## config.mk

```make
export PLATFORM = sky130hd
export DESIGN_NAME = hmbd_ram
export DESIGN_NICKNAME = d
export VERILOG_FILES = /design/src/hw/rtl/hmbd_ram.sv
export SDC_FILE = /design/constraint.sdc
export NUM_CORES = 2
export LEC_CHECK = 0
export BUFFER_PORTS_ARGS = -buffer_cell sky130_fd_sc_hd__clkbuf_2
export CAP_MARGIN = 20
export CORE_MARGIN = 2
export CORE_UTILIZATION = 60
export DETAILED_ROUTE_END_ITERATION = 16
export GPL_ROUTABILITY_DRIVEN = 0
export PLACE_DENSITY = 0.85
export SLEW_MARGIN = 5
export SYNTH_ARGS = -nofsm -noshare
export SYNTH_HDL_FRONTEND = slang
export SYNTH_SLANG_ARGS = --single-unit
```

## constraint.sdc

```tcl
create_clock -name aclk -period 5.8 [get_ports aclk]
set_input_delay 1.16 -clock aclk [delete_from_list [all_inputs] [get_ports aclk]]
set_output_delay 1.16 -clock aclk [all_outputs]
set_load 0.1 [all_outputs]
```

## src/hw/rtl/hmbd_ram.sv

```systemverilog
module hmbd_ram #(
    parameter int WIDTH = 8,
    parameter int DEPTH = 256
) (
    input  logic                     aclk,
    input  logic                     en,
    input  logic                     we,
    input  logic [$clog2(DEPTH)-1:0] addr,
    input  logic [WIDTH-1:0]         wdata,
    output logic [WIDTH-1:0]         rdata
);
    logic [WIDTH-1:0] mem [DEPTH];
    logic [WIDTH-1:0] rdata_reg;

    always_ff @(posedge aclk) begin
        if (en) begin
            if (we) begin
                mem[addr] <= wdata;
            end else begin
                rdata_reg <= mem[addr];
            end
        end
    end

    assign rdata = rdata_reg;
endmodule

```

==> summary by stage <==
Final layout
The final layout net count is 3652. The growth of design area from synthesis to finish is 10.9%. After filler insertion, the fill cell instance count of the layout stands at 7233.

In the final layout, the multi-input gates occupy 15700 µm². The number of flip-flops in the largest register is 2048. The post-layout instance count excluding filler cells is 5536. The sequential cells in the finished layout cover a total of 61700 µm². The share of final-layout standard cells stronger than drive strength 1 is 24.3%.

Clocking
The clock edge transition at the registers on the reported setup and hold paths is 0.06 ns. The later pin in the worst-skew pair is clocked with a latency of 0.85 ns. TritonCTS built the clock tree. The post-CTS setup buffer count is 0. The cell chosen for the clock root is clkbuf_16.

Buffers inserted during clock tree synthesis total 190. In this run, post-CTS repair resized a total of 0 instances. The deepest level of the CTS H-tree is 4. In this run, post-CTS hold repair placed 0 buffers. The maximum buffer depth of the clock tree is 3.

CTS saw 2056 sinks.

Routing
The total via count in the routed design is 40200. The first detailed-routing pass took 8 iterations. In the routed layout, each cell is associated on average with a via count of 7.25. Once detail routing completed, the nets flagged for antenna violations numbered 0.

After detailed routing, the number of remaining DRC violations is 0. The detailed router finished its first iteration with 6935 violations. Dividing the detail-routed wire length by the instance count gives 37.3 µm.

Wires add up to 207000 µm.

Pwr
The maximum vdd ir drop is 0.000301 V. The combinational group share of total power is 4.6%. Per report_power, the clock group accounts for 41.0% of the total. The sum of internal, switching and leakage power is 30.1 mW. The power density relative to cell area is 346 nW/µm². The switching power share of the total is 21.6%. The internal power consumption is 23.6 mW. Summed over all cells, the static leakage comes to 26.3 nW. The switching power summed over all nets is 6.49 mW. The power share of the sequential group is 54.5%.

Floorplanning
The I/O pin total is 27. The initial utilization of the core area, before any placement, comes to 60.5%. The vertical die dimension is 365 µm.

The die is 365 µm wide. The floorplan has 132 rows. The total core area is 130000 µm². The floorplan die area is 134000 µm².

Global route
The initial antenna violation count is 11. The via count of the first global-routing pass is 41100. Entering global routing, the biggest net connects 175 pins. The overall global routing resource usage is 31.7%. For this run the aggregate overflow at the end of global routing stands at 0.

The wire length of the first global-routing pass is 298000 µm.

Hold path
The worst hold path cell count is 1. The type of the most critical hold path is in -> reg. The source of the worst hold timing path is wdata[0].

Critical path
STA classifies the critical path endpoint as a flop. The reg-to-reg endpoint is rdata[0]. The highest-delay cell along the critical path is o41ai_1. For the worst flop-to-flop path, the logic depth is 6. Grouping stages by cell kind, the critical path spends the most delay in compound AO/OA/AOI/OAI gates. The data arrival time of the critical path is 4.87 ns.

The most critical setup path has its endpoint at rdata[0]. The setup slack of the worst register-to-register path is 2.66 ns. The start of the worst register-to-register path is mem[51][0]. The start-to-end type of the worst setup path is in -> reg. The start point of the critical path is addr[0]. Of all nets on the critical path, the largest fanout is 59. The signal on the critical path passes through buf_8 -> buf_12 -> mux4_2 -> a22oi_1 -> a21oi_1 -> o41ai_1 -> buf_4 -> nand4_1. STA classifies the critical path startpoint as a primary input. The worst stage delay on the critical path is 0.92 ns. The required time at the endpoint of the critical path is 6.35 ns. The critical path contains buffers and inverters numbering 3 combined. The path length in cells of the critical path is 8.

Synthesis
For this run, the register share of the synthesized area comes to 78.8%. The count of warnings emitted by yosys is 0. Counting flops and latches in the post-synthesis netlist gives 2056.

The total nets after synthesis is 3545. Synthesis produced a netlist whose cell count is 3526. The number of distinct library cells after synthesis is 21. A synthesized cell averages 22.2 µm². The netlist area before placement is 78400 µm².

STA
The clock skew is 0.0397 ns. For the final routed database, the setup TNS stands at 0 ns. Setup violations remaining at the end of the flow were counted as 0. The transition time at the pin with the least slew margin is 1.16 ns. The final hold violation count was 0. The headroom to the max-slew limit is 22.5%. The minimum period implied by the final worst setup slack is 4.32 ns. The number of max-slew violations in the final report is 0.

The share of the clock period used by the worst path after layout is 74.4%. Setup repair after global routing left no endpoint under its margin. Timing would allow up to 0.232 GHz.

Placement
The number of buffer cells added on primary ports is 26. The number of placed instances, taps included, is 5179. The placed wire-length estimate after detailed placement is 110000 µm.

Outcome
The flow ran to the end, and the final reports show no timing, DRC or antenna violations.

Run
The number of violations of the max-capacitance limit is 0.
-- synth_stat cells, drive strengths merged --
library cell | number | area share, %
mux4 | 512 | 15
nand2b | 2 | 0.016
o41ai | 32 | 0.36
buf | 82 | 0.60
clkbuf | 143 | 0.68
nor2b | 7 | 0.056
nor3 | 1 | 0.0064
nor2 | 259 | 1.2
a22oi | 256 | 2.5
edfxtp | 2056 | 79
nand2 | 30 | 0.14
nand4 | 8 | 0.064
a21oi | 128 | 0.82
nor3b | 2 | 0.019
and4 | 1 | 0.011
or2 | 1 | 0.0080
nand3 | 4 | 0.026
and2 | 2 | 0.016
-- layer usage --
layer  part of all wire, %  track usage [%]
met1                    32             40.6
met2                    48             49.9
met3                    14             9.45
met4                   5.7             16.6
met5                 0.056                0
-- worst min-delay path by stage --
stage / endpoint
after global routing: mem[115][0]
final: mem[115][0]
after detailed placement: rdata[2]
after floorplan: rdata[0]
after CTS: mem[115][0]
after global placement: rdata[2]
-- layout by cell type, fill, tap and decap left out, types with 4 or more instances in the layout --
master,count
edfxtp_1,2056
mux4_2,512
nor2_1,258
a22oi_1,256
clkbuf_16,195
a21oi_1,128
buf_4,90
clkinv_1,48
clkbuf_1,44
o41ai_1,30
clkinv_2,30
nand2_1,22
buf_12,20
clkbuf_2,16
bufinv_16,13
clkbuf_8,9
nand4_1,8
nand2_2,8
diode_2,7
nor2b_1,5
inv_6,5
nand3_1,4
-- kinds of logic after synthesis --
group,after synthesis,share of synthesized area [%]
AOI/OAI and AO/OA,416,3.63
muxes,512,14.7
DFF,2056,78.8
and+or+nand+nor,317,1.61
buffers and inverters,225,1.28
-- per-stage QoR --
stage,setup WS [ns],util [%],hold WS [ns],area (µm²)
floorplan,2.34,-,0.896,78400
detailed placement,0.799,62.4,1.00,80900
finish,1.48,67.0,0.942,86900
global route,1.39,67.0,0.984,86900
CTS,1.67,67.0,0.931,86900
global placement,0.534,62.4,0.978,80900
-- cell type report --
| type | instances | share of cell area [%] |
|---|---|---|
| diodes | 7 | 0.0202 |
| repair buffers | 140 | 1.52 |
| clock buffers | 239 | 5.80 |
| well taps | 1742 | 2.51 |
| multi-input cells | 1245 | 18.1 |
| flip-flops and latches | 2056 | 71.0 |
| clock inverters | 107 | 1.07 |
-- power groups by stage --
stage | Sequential [mW] | Clock (mW) | Combinational (mW)
2_1_floorplan | 16.7 | 0 | 0.703
4_1_cts | 16.4 | 12.3 | 1.34
6_report | 16.4 | 12.3 | 1.37
5_1_grt | 16.4 | 12.8 | 1.41
3_3_place_gp | 16.7 | 0 | 1.25
3_5_place_dp | 16.7 | 0 | 1.30
(Power assumes the default switching activity.)
