File: src/hw/rtl/hmbd_pkg.sv
package hmbd_pkg;

    typedef enum logic [1:0] {
        REQ_CPU_RD = 2'd0,
        REQ_CPU_WR = 2'd1,
        REQ_DMA_RD = 2'd2,
        REQ_FLAG   = 2'd3
    } hmbd_req_t;

    typedef enum logic [2:0] {
        ROUTE_HERE   = 3'd0,
        ROUTE_CART   = 3'd1,
        ROUTE_VIDEO  = 3'd2,
        ROUTE_TIMER  = 3'd3,
        ROUTE_JOYPAD = 3'd4
    } hmbd_route_t;

    typedef enum logic [2:0] {
        SRC_ZERO,
        SRC_FF,
        SRC_WRAM,
        SRC_HRAM,
        SRC_IF,
        SRC_IE
    } hmbd_src_t;

    typedef enum logic [1:0] {
        ST_CLEAR,
        ST_IDLE,
        ST_LOOKUP
    } hmbd_state_t;

    typedef struct packed {
        logic        wram_en;
        logic        hram_en;
        logic        wr;
        logic        ie_wr;
        logic        if_wr;
        logic        flag_op;
        hmbd_src_t   src;
        hmbd_route_t route;
    } hmbd_ctrl_t;

    localparam logic [2:0] FLAG_INDEX_MAX = 3'd4;
    localparam logic [7:0] IF_RESET       = 8'hE1;
    localparam logic [7:0] IE_RESET       = 8'h00;
    localparam logic [2:0] REG_TOP_ONES   = 3'b111;

    function automatic logic [7:0] reg_format(input logic [7:0] data);
        return {REG_TOP_ONES, data[4:0]};
    endfunction

endpackage

File: src/hw/rtl/hmbd_decode.sv
module hmbd_decode #(
    parameter int WRAM_AW = 13,
    parameter int HRAM_AW = 7
) (
    input  logic [1:0]          req_type,
    input  logic [15:0]         address,
    input  logic                dma_busy,
    input  logic [2:0]          flag_index,
    output hmbd_pkg::hmbd_ctrl_t ctrl,
    output logic [WRAM_AW-1:0]  wram_addr,
    output logic [HRAM_AW-1:0]  hram_addr
);
    import hmbd_pkg::*;

    logic is_wr;

    assign wram_addr = address[WRAM_AW-1:0];
    assign hram_addr = address[HRAM_AW-1:0];
    assign is_wr     = (req_type == REQ_CPU_WR);

    always_comb begin
        ctrl       = '0;
        ctrl.src   = SRC_ZERO;
        ctrl.route = ROUTE_HERE;
        case (req_type)
            REQ_FLAG: begin
                ctrl.flag_op = (flag_index <= FLAG_INDEX_MAX);
            end
            REQ_DMA_RD: begin
                if (address inside {[16'h0000:16'h7FFF], [16'hA000:16'hBFFF]}) begin
                    ctrl.route = ROUTE_CART;
                end else if (address inside {[16'h8000:16'h9FFF]}) begin
                    ctrl.route = ROUTE_VIDEO;
                end else if (address inside {[16'hC000:16'hDFFF]}) begin
                    ctrl.wram_en = 1'b1;
                    ctrl.src     = SRC_WRAM;
                end else begin
                    ctrl.src = SRC_FF;
                end
            end
            default: begin
                ctrl.wr = is_wr;
                if (address inside {[16'hFF80:16'hFFFE]}) begin
                    ctrl.hram_en = 1'b1;
                    ctrl.src     = is_wr ? SRC_ZERO : SRC_HRAM;
                end else if (dma_busy) begin
                    ctrl.src = is_wr ? SRC_ZERO : SRC_FF;
                end else if (address inside {[16'h0000:16'h7FFF],
                                             [16'hA000:16'hBFFF]}) begin
                    ctrl.route = ROUTE_CART;
                end else if (address inside {[16'h8000:16'h9FFF], [16'hFE00:16'hFE9F],
                                             [16'hFF40:16'hFF4B]}) begin
                    ctrl.route = ROUTE_VIDEO;
                end else if (address inside {[16'hC000:16'hFDFF]}) begin
                    ctrl.wram_en = 1'b1;
                    ctrl.src     = is_wr ? SRC_ZERO : SRC_WRAM;
                end else if (address == 16'hFF00) begin
                    ctrl.route = ROUTE_JOYPAD;
                end else if (address inside {[16'hFF04:16'hFF07]}) begin
                    ctrl.route = ROUTE_TIMER;
                end else if (address == 16'hFF0F) begin
                    ctrl.if_wr = is_wr;
                    ctrl.src   = is_wr ? SRC_ZERO : SRC_IF;
                end else if (address == 16'hFFFF) begin
                    ctrl.ie_wr = is_wr;
                    ctrl.src   = is_wr ? SRC_ZERO : SRC_IE;
                end else begin
                    ctrl.src = is_wr ? SRC_ZERO : SRC_FF;
                end
            end
        endcase
    end
endmodule

File: config.mk
export PLATFORM = sky130hd
export DESIGN_NAME = hmbd_decode
export DESIGN_NICKNAME = d
export VERILOG_FILES = /design/src/hw/rtl/hmbd_pkg.sv /design/src/hw/rtl/hmbd_decode.sv
export SDC_FILE = /design/constraint.sdc
export NUM_CORES = 1
export LEC_CHECK = 0
export BUFFER_PORTS_ARGS = -buffer_cell sky130_fd_sc_hd__buf_2
export CAP_MARGIN = 20
export CORE_UTILIZATION = 41
export DETAILED_ROUTE_END_ITERATION = 8
export GPL_TIMING_DRIVEN = 0
export PLACE_DENSITY = 0.9
export SYNTH_ARGS = -nofsm -noshare
export SYNTH_HDL_FRONTEND = slang
export SYNTH_SLANG_ARGS = --single-unit
File: constraint.sdc
create_clock -name vclk -period 3.2
set_input_delay 0.32 -clock vclk [all_inputs]
set_output_delay 0.32 -clock vclk [all_outputs]
set_load 0.05 [all_outputs]
==> impl_results.md <==
- Via count: 799
- Post-synth top area cell: buf_4
- Clk_buf instances: 0
- Max_slew headroom: 73.4%
- Min-delay worst type: in -> out
- CP startpoint kind: primary input
- # Max-Cap Violations: 0
- Slowest CP cell: or4_4
- RSZ-0062 raised after global routing: false
- Cells after Synth: 77
- Dpl hpwl: 1400 µm
- Die Area: 1470 µm²
- Most frequent cell on the critical path: buf_2
- CP top delay family: simple AND/OR/NAND/NOR gates
- Most frequent cells in the layout: buf_2, buf_4, nand2_1
- CTS resizes: 0
- Final setup fails: 0
- Num sequential: 0
- Slowest stage delay, CP: 0.54 ns
- Critical Path Start: address[2]
- Grt met2 use: 43.6%
- Simple-Gate Fraction of Synth Area: 40.3%
- Syn nets: 99
- TritonRoute pass-1 iters: 4
- Minimum clock period: 2.43 ns
- # nets final: 155
- Synth unique cells: 32
- Initial Utilization: 46.4%
- Worst path bufs/invs: 2
- GR Overflow Total: 0
- Commonest non-fill, non-tap cell in the layout: buf_2
- Cell area after synthesis: 543 µm²
- Fin worst setup slack: 0.772 ns
- Area of the core: 1170 µm²
- Routability Congestion: 0.872
- Met3 Track Usage GR: 0%
- Die height: 38.4 µm
- IO Pins: 54
- Hold_buf cts: 0
- Post-synthesis compound-gate area fraction: 29.3%
- FMAX: 0.412 GHz
- Mux share of post-synthesis cell area: 0%
- WS Path Type: in -> out
- Vias per cell: 5.51
- Area delta synth->final: 54.4%
- Number of global-route vias before repair: 636
- Yosys warning total: 0
- Crit path capture: ctrl[11]
- Worst path arrival time: 2.11 ns
- Final slew viol count: 0
- Critical path endpoint category: output pin
- Tot GR Track Use: 22.6%
- Post-Synth Adder-Cell Area: 0%
- P_leak: 0.449 nW
- WL/cell: 11.7 µm
- IO buf count: 54
- Crit. path cell count: 6
- Required time worst endpoint: 2.88 ns
- Pwr/cell area: 180 nW/µm²
- Synth top area share: 27.6%
- N_diodes: 0
- CP Cell Sequence: buf_2 -> nand4_1 -> o2111a_2 -> or4_4 -> a221oi_2 -> buf_2
- Final hold violations: 0
- Status: finished, final reports clean
- Period utilization: 75.9%
- Crit Path Max Fanout: 8
- Die width: 38.4 µm
- DRC Markers: 0
- Dpl ws: 0.787 ns
- Setup bufs post-CTS: 0
- Pin slew with the least headroom to its limit: 0.398 ns
- Busiest layer in global routing: met2
- Setup TNS: 0 ns
- Met1 Usage GRT: 28.4%
- Final wirelength: 1700 µm
- Synth top area cells: buf_4, nor3b_1, nand4_1, o31ai_1, or4_1
- Initial antenna violation count: 0
- Post-route antenna net violation count: 0
- Share of cells above drive strength 1: 61.8%
- Sequential element share of the synthesized area: 0%
- Register area: 0 µm²
- Site Rows: 12
- Post-synthesis average cell area: 7.05 µm²
- First-pass GRT wire length: 2520 µm
- Peak supply drop: 0.0884 mV
- Largest family of logic cells by synthesized area: simple AND/OR/NAND/NOR gates
- XOR/XNOR share of the synthesized area: 0%
- Violation count after the first detailed-route iteration: 18
- Pin count of the biggest net entering global routing: 11
## cell type report
class	count	area, µm²
Tap cell	14	17.5
Fill cell	103	333
Inverter	3	11.3
Multi-Input combinational cell	53	385
Buffer	21	154
Timing Repair Buffer	54	270
## synthesized netlist by cell type, drive strengths merged
| cell | number |
|---|---|
| buf | 20 |
| nand2 | 5 |
| nand4 | 5 |
| nor3b | 4 |
| o21ai | 4 |
| or4 | 4 |
| a21oi | 3 |
| inv | 3 |
| nor2b | 3 |
| o31ai | 3 |
| a21o | 2 |
| and4 | 2 |
| nor2 | 2 |
| nor3 | 2 |
| o2111a | 2 |
| a2111oi | 1 |
| a221oi | 1 |
| a22oi | 1 |
| a2bb2oi | 1 |
| and3 | 1 |
| clkbuf | 1 |
| nand2b | 1 |
| nand3 | 1 |
| nor4 | 1 |
| nor4b | 1 |
| o21bai | 1 |
| o41ai | 1 |
| or3 | 1 |
## per-layer routing
layer / vias to the layer above / share of wire, %
li1: 393 / -
met1: 348 / 40
met2: 56 / 50
met3: 2 / 9.9
met4: 0 / 0.35
met5: - / 0
## logic make-up (layout without fill, tap and decap cells)
family	after synthesis	after routing
AO/OA/AOI/OAI	20	20
AND/OR/NAND/NOR	33	33
buffers and inverters	24	78
## where the power goes
group / total (mW) / leakage, nW / internal [mW] / switching (mW)
clock network: 0 / 0 / 0 / 0
registers: 0 / 0 / 0 / 0
logic: 0.151 / 0.449 / 0.0478 / 0.103
## worst min-delay path: stages
cell and delay (ns):
buf_2 0.10, nor2b_1 0.07, buf_2 0.21
## worst min path at each step
stage	start	endpoint	slack (ns)	cells after the start
after floorplan	address[13]	ctrl[11]	0.79	1
after global placement	req_type[1]	ctrl[9]	1.01	3
after detailed placement	req_type[1]	ctrl[9]	1.02	3
after CTS	req_type[1]	ctrl[9]	1.02	3
after global routing	req_type[0]	ctrl[4]	1.05	3
final	req_type[1]	ctrl[9]	1.03	3
## per-stage QoR
stage          cells  util [%]  area [µm²]  hold slack [ns]  power, mW
2_1_floorplan     77         -         551            0.792      0.106
3_3_place_gp     145      71.6         838             1.01      0.147
3_5_place_dp     145      71.6         838             1.02      0.150
4_1_cts          145      71.6         838             1.02      0.150
5_1_grt          145      71.6         838             1.05      0.159
6_report         145      71.6         838             1.03      0.151
(Power assumes the default switching activity.)
